### config.mk
export PLATFORM = sky130hd
export DESIGN_NAME = pthsc_temp
export DESIGN_NICKNAME = d
export VERILOG_FILES = /design/src/design/pthsc_pkg.sv /design/src/design/pthsc_temp.sv
export SDC_FILE = /design/constraint.sdc
export NUM_CORES = 2
export LEC_CHECK = 0
export ABC_AREA = 0
export BUFFER_PORTS_ARGS = -buffer_cell sky130_fd_sc_hd__buf_2
export CELL_PAD_IN_SITES_DETAIL_PLACEMENT = 1
export CELL_PAD_IN_SITES_GLOBAL_PLACEMENT = 1
export CORE_MARGIN = 2
export CORE_UTILIZATION = 40
export CTS_CLUSTER_DIAMETER = 80
export DETAILED_ROUTE_END_ITERATION = 8
export PLACE_DENSITY_LB_ADDON = 0.1
export SLEW_MARGIN = 20
export SYNTH_ARGS = -nofsm -noshare
export SYNTH_HDL_FRONTEND = slang
export SYNTH_SLANG_ARGS = --single-unit
### constraint.sdc
create_clock -name clk_i -period 16.9 [get_ports clk_i]
set_clock_uncertainty 0.05 [all_clocks]
set_input_delay 1.69 -clock clk_i [delete_from_list [all_inputs] [get_ports clk_i]]
set_output_delay 1.69 -clock clk_i [all_outputs]
set_load 0.1 [all_outputs]
### src/design/pthsc_pkg.sv
// ----------------------------------------------------------------------------
// pthsc_pkg
// Shared types, constants and arithmetic helpers of the compensation core.
// ----------------------------------------------------------------------------
package pthsc_pkg;

  // Datapath widths
  localparam int unsigned DP_W      = 64;
  localparam int unsigned DIVR_W    = 31;
  localparam int unsigned DIV_STEPS = DP_W;

  // Stage counts of each unit
  localparam int unsigned TEMP_LAT  = 4;
  localparam int unsigned PRESS_LAT = 9 + DIV_STEPS + 7;
  localparam int unsigned HUM_LAT   = 11;
  localparam int unsigned LAT_TOTAL = TEMP_LAT + PRESS_LAT;

  // Compensation constants
  localparam logic [32:0] PRESS_BIAS_T   = 33'd128000;
  localparam logic [20:0] PRESS_ADC_FULL = 21'd1048576;
  localparam logic [31:0] PRESS_SCALE    = 32'd3125;
  localparam logic [63:0] PRESS_C_BIAS   = 64'h0000_8000_0000_0000;
  localparam logic [31:0] HUM_BIAS_T     = 32'd76800;
  localparam logic [31:0] HUM_CLAMP_MAX  = 32'd419430400;
  localparam logic [31:0] HUM_OFFSET_A   = 32'd2097152;
  localparam logic [31:0] HUM_ROUND_A    = 32'd16384;
  localparam logic [31:0] HUM_OFFSET_B   = 32'd32768;
  localparam logic [31:0] HUM_ROUND_B    = 32'd8192;
  localparam logic [16:0] HUM_OUT_MAX    = 17'd102400;

  // Configuration register indexes
  typedef enum logic [2:0] {
    CFG_TEMP       = 3'd0,
    CFG_PRESS_LOW  = 3'd1,
    CFG_PRESS_HIGH = 3'd2,
    CFG_PRESS_NINE = 3'd3,
    CFG_HUM_LOW    = 3'd4,
    CFG_HUM_HIGH   = 3'd5
  } cfg_idx_e;

  typedef struct packed {
    logic        [15:0] t1;
    logic signed [15:0] t2;
    logic signed [15:0] t3;
  } temp_cal_t;

  typedef struct packed {
    logic        [15:0] p1;
    logic signed [15:0] p2;
    logic signed [15:0] p3;
    logic signed [15:0] p4;
    logic signed [15:0] p5;
    logic signed [15:0] p6;
    logic signed [15:0] p7;
    logic signed [15:0] p8;
    logic signed [15:0] p9;
  } press_cal_t;

  typedef struct packed {
    logic        [7:0]  h1;
    logic signed [15:0] h2;
    logic        [7:0]  h3;
    logic signed [15:0] h4;
    logic signed [15:0] h5;
    logic signed [7:0]  h6;
  } hum_cal_t;

  // Sideband that travels with a quotient through the divider
  typedef struct packed {
    logic qneg;
    logic dz;
  } div_side_t;

  function automatic logic signed [16:0] sx17(logic signed [15:0] v);
    return {v[15], v};
  endfunction

  function automatic logic [31:0] sx32(logic signed [15:0] v);
    return {{16{v[15]}}, v};
  endfunction

  function automatic logic [63:0] sx64(logic signed [15:0] v);
    return {{48{v[15]}}, v};
  endfunction

  // Unsigned 32-bit word times signed 17-bit coefficient, sign-extended to 64
  function automatic logic [63:0] mul_u32s17(logic [31:0] u, logic signed [16:0] s);
    logic signed [49:0] p;
    p = $signed({1'b0, u}) * s;
    return {{14{p[49]}}, p};
  endfunction

  // Low 32 bits of a product; signedness does not change them
  function automatic logic [31:0] mul_lo32(logic [31:0] a, logic [31:0] b);
    logic [31:0] p;
    p = a * b;
    return p;
  endfunction

endpackage

### src/design/pthsc_temp.sv
// ----------------------------------------------------------------------------
// pthsc_temp
// Four-stage fine temperature pipeline; carries the other raw codes along.
// ----------------------------------------------------------------------------
module pthsc_temp import pthsc_pkg::*; (
  input  logic               clk_i,
  input  logic               en_i,
  input  temp_cal_t          cal_i,
  input  logic [19:0]        adc_t_i,
  input  logic [19:0]        adc_p_i,
  input  logic [15:0]        adc_h_i,
  output logic signed [31:0] tfine_o,
  output logic signed [31:0] temp_o,
  output logic [19:0]        adc_p_o,
  output logic [15:0]        adc_h_o
);

  logic signed [17:0] x1_q;
  logic signed [16:0] d_q;
  logic signed [33:0] m1_q, dd_q;
  logic signed [22:0] v1_q;
  logic signed [37:0] m2_q;
  logic signed [31:0] tf_q, temp_q;
  logic [19:0] ap_q [TEMP_LAT];
  logic [15:0] ah_q [TEMP_LAT];

  logic signed [23:0] v2;
  logic signed [31:0] tf_d;
  logic signed [35:0] t36, t5;

  // Fine temperature and centi-degree result
  assign v2   = m2_q[37:14];
  assign tf_d = {{9{v1_q[22]}}, v1_q} + {{8{v2[23]}}, v2};
  assign t36  = {{4{tf_d[31]}}, tf_d};
  assign t5   = (t36 <<< 2) + t36 + 36'sd128;

  always_ff @(posedge clk_i) begin
    if (en_i) begin
      // stage 1: offsets from t1
      x1_q <= $signed({1'b0, adc_t_i[19:3]}) - $signed({1'b0, cal_i.t1, 1'b0});
      d_q  <= $signed({1'b0, adc_t_i[19:4]}) - $signed({1'b0, cal_i.t1});
      // stage 2: linear and square terms
      m1_q <= x1_q * cal_i.t2;
      dd_q <= d_q * d_q;
      // stage 3: scale and apply t3
      v1_q <= m1_q[33:11];
      m2_q <= $signed(dd_q[33:12]) * cal_i.t3;
      // stage 4: sum
      tf_q   <= tf_d;
      temp_q <= {{4{t5[35]}}, t5[35:8]};
    end
  end

  // Carry the raw pressure and humidity codes alongside
  always_ff @(posedge clk_i) begin
    if (en_i) begin
      ap_q[0] <= adc_p_i;
      ah_q[0] <= adc_h_i;
      for (int k = 1; k < TEMP_LAT; k++) begin
        ap_q[k] <= ap_q[k-1];
        ah_q[k] <= ah_q[k-1];
      end
    end
  end

  assign tfine_o = tf_q;
  assign temp_o  = temp_q;
  assign adc_p_o = ap_q[TEMP_LAT-1];
  assign adc_h_o = ah_q[TEMP_LAT-1];

endmodule

After elaboration in Yosys (flattened, before gate mapping)

Memory sizes are Yosys's and may differ from the RTL's.
Index checks and enable logic that the tools add are counted.

Register bits after elaboration: 210
Bits in latches: 0
Bits in writable memories: 144
Bits in read-only memories: 0
Input bits: 106
Output and inout port bits: 100
Word-level logic and storage cells: 20
Memories kept: 2

Add/sub/neg operators: 5
$mul: 3
Divide/modulo/power cells: 0
Magnitude comparators: 0
Eq/ne operators: 0
Shift-type cells: 0
Multiplexer cells: 2
Bitwise gates (word level): 0
Reduce and logical (&&, ||, !) cells: 0

Memories:

| memory | depth | bits a word | rd ports | clocked after memory_dff | wr ports | RTL line         | RTL |
|---|---|---|---|---|---|---|---|
| ap_q   | 4     | 20          | 4        | 0                        | 4        | pthsc_temp.sv:24 | `logic [19:0] ap_q [TEMP_LAT];` |
| ah_q   | 4     | 16          | 4        | 0                        | 4        | pthsc_temp.sv:25 | `logic [15:0] ah_q [TEMP_LAT];` |

Operator list:

| cell                                                            | count |
|---|---|
| 22-bit by 16-bit multiplier with 38-bit output                  | 1 |
| 17-bit by 17-bit multiplier with 34-bit output                  | 1 |
| 18-bit by 16-bit multiplier with 34-bit output                  | 1 |
| 28-bit by 9-bit adder with 29-bit output, second input constant | 1 |
| 27-bit by 25-bit adder with 28-bit output                       | 1 |
| 23-bit by 24-bit adder with 25-bit output                       | 1 |
| 17-bit by 17-bit subtractor with 18-bit output                  | 1 |
| 16-bit by 16-bit subtractor with 17-bit output                  | 1 |
| 1-bit two-way mux                                               | 2 |

Depth between registers and ports, before layout

Depth after elaboration: 3
Gate-level depth with buffers: 27
Gate-level depth less buffers: 25

Worst setup path after synthesis

OpenSTA, ideal clock, no wires.

Kind: input -> register
Start: input port cal_i[1] (netlist name)
End: register m2_q[37], data pin
Library setup time: 260 ps
Data arrival time: 7395 ps
Required time: 16590 ps
Slack: 9196 ps
Cell stages on the path: 22
Path buffers: 1
Cells stage by stage: clkbuf_1 -> nand2_1 -> fa_1 -> inv_1 -> fa_1 -> fa_1 -> inv_1 -> fa_1 -> fa_1 -> fa_1 -> inv_1 -> ha_1 -> a21oi_1 -> or3b_1 -> a211oi_1 -> nor3_1 -> nor3_1 -> o311ai_1 -> nand3b_1 -> a41o_1 -> a21oi_1 -> xnor2_1

Longest elaborated chain between the ends: 1

RTL lines:

| item                                           | RTL line         | RTL |
|---|---|---|
| start, declared                                | pthsc_temp.sv:8  | `input temp_cal_t cal_i,` |
| 22-bit by 16-bit multiplier with 38-bit output | pthsc_temp.sv:47 | `m2_q <= $signed(dd_q[33:12]) * cal_i.t3;` |
| end signal, assigned                           | pthsc_temp.sv:47 |  |
| end, declared                                  | pthsc_temp.sv:22 | `logic signed [37:0] m2_q;` |

Every way passes these cells.
A chain may end at the register's enable or synchronous reset.

Worst setup path after layout

Same ends and word-level chain as after synthesis.

==> flow_metrics.env <==
export IMPL_status="finished clean"
export IMPL_cts_hold_buf=0
export IMPL_cp_start_kind="primary input"
export IMPL_track_usage=0.202
export IMPL_synth_area_leaders="fa_1 41%, edfxtp_1 20%, ha_1 9.8%"
export IMPL_finalHoldViolCount=0
export IMPL_synthMuxAreaShare=0.000227
export IMPL_avgSynthCellArea_um2=10.5
export IMPL_cp_required_ns=17.21
export IMPL_synth_fa_ha_area_frac=0.511
export IMPL_highest_layer="met5"
export IMPL_syn_cell_area_um2=44000
export IMPL_drive_gt1_frac=0.0675
export IMPL_fin_crit_sh=0.502
export IMPL_grt_start_max_net_pins=109
export IMPL_ys_seq_area_frac=0.205
export IMPL_dieArea_um2=113000
export IMPL_core_area_um2=109000
export IMPL_first_iter_violations=1148
export IMPL_crit_type="in2reg"
export IMPL_cap_violations=0
export IMPL_nNetsFinal=5680
export IMPL_die_h_um=336
export IMPL_ys_flop_type="edfxtp_1"
export IMPL_hp_class="reg2reg"
export IMPL_viasPerCell=4.81
export IMPL_final_max_slew_viol_count=0
export IMPL_met3_length_um=3800
export IMPL_die_w_um=336
export IMPL_crit_top_cell="fa_1"
export IMPL_grt_pass1_vias=31700
export IMPL_cts_resized_gates=0
export IMPL_max_freq_mhz=118
export IMPL_synth_async_reset_ratio=0
export IMPL_final_fill_count=12100
export IMPL_wl_um=108000
export IMPL_cts_sinks=300
export IMPL_dr_pass1_iters=5
export IMPL_synth_compound_area_frac=0.0391
export IMPL_h_tree_depth=2
export IMPL_syn_num_nets=5561
export IMPL_crit_arrival_ns=8.79
export IMPL_clk_pin_slew_ns=0.06
export IMPL_antenna_found_initial=3
export IMPL_cp_top_family="adder cells"
export IMPL_vias=27800
export IMPL_cts_buffers=39
export IMPL_setup_violations=0
export IMPL_synthXorXnorAreaFrac=0.0283
export IMPL_fp_row_count=121
export IMPL_layout_setup_ws_ns=8.42
export IMPL_hpwl_um=85000
export IMPL_drc=0
export IMPL_cp_slowest_cell="a211oi_1"
export IMPL_synth_area_leader_cell="fa_1"
export IMPL_cts_tree="built"
export IMPL_place_congestion=0.778
export IMPL_pre_cts_ws_ns=7.68
export IMPL_grt_first_pass_wirelength_um=176000
export IMPL_grt_overflow_total=0
export IMPL_ys_warn_count=0
export IMPL_worstPathMaxFanout=22
export IMPL_port_buffers=202
export IMPL_synth_top_family_by_area="adder cells"
export IMPL_cp_cell_sequence="buf_2 -> nand2_1 -> fa_1 -> inv_1 -> fa_1 -> fa_1 -> inv_1 -> fa_1 -> fa_1 -> fa_1 -> inv_1 -> ha_1 -> a21oi_1 -> or3b_1 -> a211oi_1 -> nor3_1 -> nor3_1 -> o311ai_1 -> nand3b_1 -> a41o_1 -> a21oi_1 -> xnor2_1"
export IMPL_clk_path_buf_depth=3
export IMPL_path_buf_inv=4
export IMPL_post_cts_setup_buffer_count=0
export IMPL_cpPeakStageDelay_ns=0.62
export IMPL_dr_wl_met2_um=52500
export IMPL_rsz0062_at_grt="false"
export IMPL_antenna_left=0
export IMPL_start_util=0.404
export IMPL_synth_cell_type_count=63
export IMPL_wl_met1_um=49900
export IMPL_synth_edf_count=300
export IMPL_cp_end_kind="register"
export IMPL_layoutNonFillerInstCount=5769
export IMPL_worst_slew_pin_slew_ns=0.966
export IMPL_min_period_ns=8.48
export IMPL_ys_seq_elements=300
export IMPL_yosys_area_share_simple=0.109
export IMPL_post_drt_wl_per_cell_um=18.8
export IMPL_areaGrowthSynthToFinish_pct=8.23
export IMPL_synth_cells=4203
export IMPL_tns_ns=0
export IMPL_ioPinCount=206
export IMPL_clock_latency_ns=0.60
export IMPL_synth_top_area_share=0.413
export IMPL_clockRootBuffer="clkbuf_16"
export IMPL_place_inst=5695
export IMPL_slew_headroom=0.356
## worst register-to-register path, delay by kind of cell (launching register included)
kind	cells	cell delay, ns
adder cells (fa/ha/maj)	7	3.22
AO/OA/AOI/OAI	7	2.27
buffers and inverters	5	0.65
flip-flops	1	0.64
AND/OR/NAND/NOR	3	0.44
XOR/XNOR	1	0.32
## logic make-up after synthesis
| logic type | count (synthesis) |
|---|---|
| AO/OA/AOI/OAI | 256 |
| flip-flops | 300 |
| adder cells (fa/ha/maj) | 1252 |
| AND/OR/NAND/NOR | 1006 |
| XOR/XNOR | 142 |
| buffers and inverters | 1246 |
| multiplexers | 1 |
## synthesized netlist by cell type, types with 25 or more instances
cell and instances:
inv_1 1095, xnor2_1 104, nor3_1 26, a21oi_1 66, and2_1 297, fa_1 908, clkbuf_1 128, o21a_1 25
nor2_1 108, o21ai_0 46, xor2_1 38, nand2_1 470, nand2b_1 26, ha_1 344, edfxtp_1 300, a21o_1 33
## final cells by class
class                      instances  area [µm²]  share of cell area
multi-input combinational       2657       30300               0.635
timing repair buffer             228        1220              0.0255
inverter                        1096        4110              0.0864
antenna                            2        5.00            0.000105
tap                             1414        1770              0.0371
sequential                       300        9010               0.189
clock inverter                    28         267             0.00559
clock buffer                      44         995              0.0209
## cell usage in the layout (no fill, tap or decap), drive strengths merged, types with 49 or more instances in the layout
cell type	instances
nor2	108
edfxtp	300
fa	908
a21oi	68
inv	1102
and2	297
buf	228
ha	344
xnor2	104
nand2	470
o21ai	49
## sequential cells by signal, summed over array words and instances (netlist names)
register  cells
ap_q         80
ah_q         64
dd_q         22
tfine_o      25
v1_q         23
x1_q         18
m1_q         23
m2_q         24
temp_o       21
## path summary, 6_finish.rpt
check	startpoint	endpoint	slack (ns)	cells after the start
setup / recovery	cal_i[1]	m2_q[37]	8.42	22
hold / removal	m1_q[27]	v1_q[16]	0.35	0
hold reg to reg	m1_q[27]	v1_q[16]	0.35	0
setup reg to reg	x1_q[8]	dd_q[33]	9.10	23
## per-layer routing
metal,vias up,GRT usage
met5,-,0
met4,4,0.0379
met3,100,0.0242
met2,416,0.346
met1,14500,0.278
li1,12800,-
## stage by stage
stage          cell area (µm²)  utilization  hold WS (ns)
2_1_floorplan            44000            -         0.350
3_5_place_dp             46400        0.425         0.355
3_3_place_gp             46400        0.425         0.350
6_report                 47600        0.437         0.353
4_1_cts                  47600        0.437         0.351
5_1_grt                  47600        0.437         0.368
Power is not shown: default switching activity piles up to over one toggle a cycle in this logic, so the estimate is an artifact.
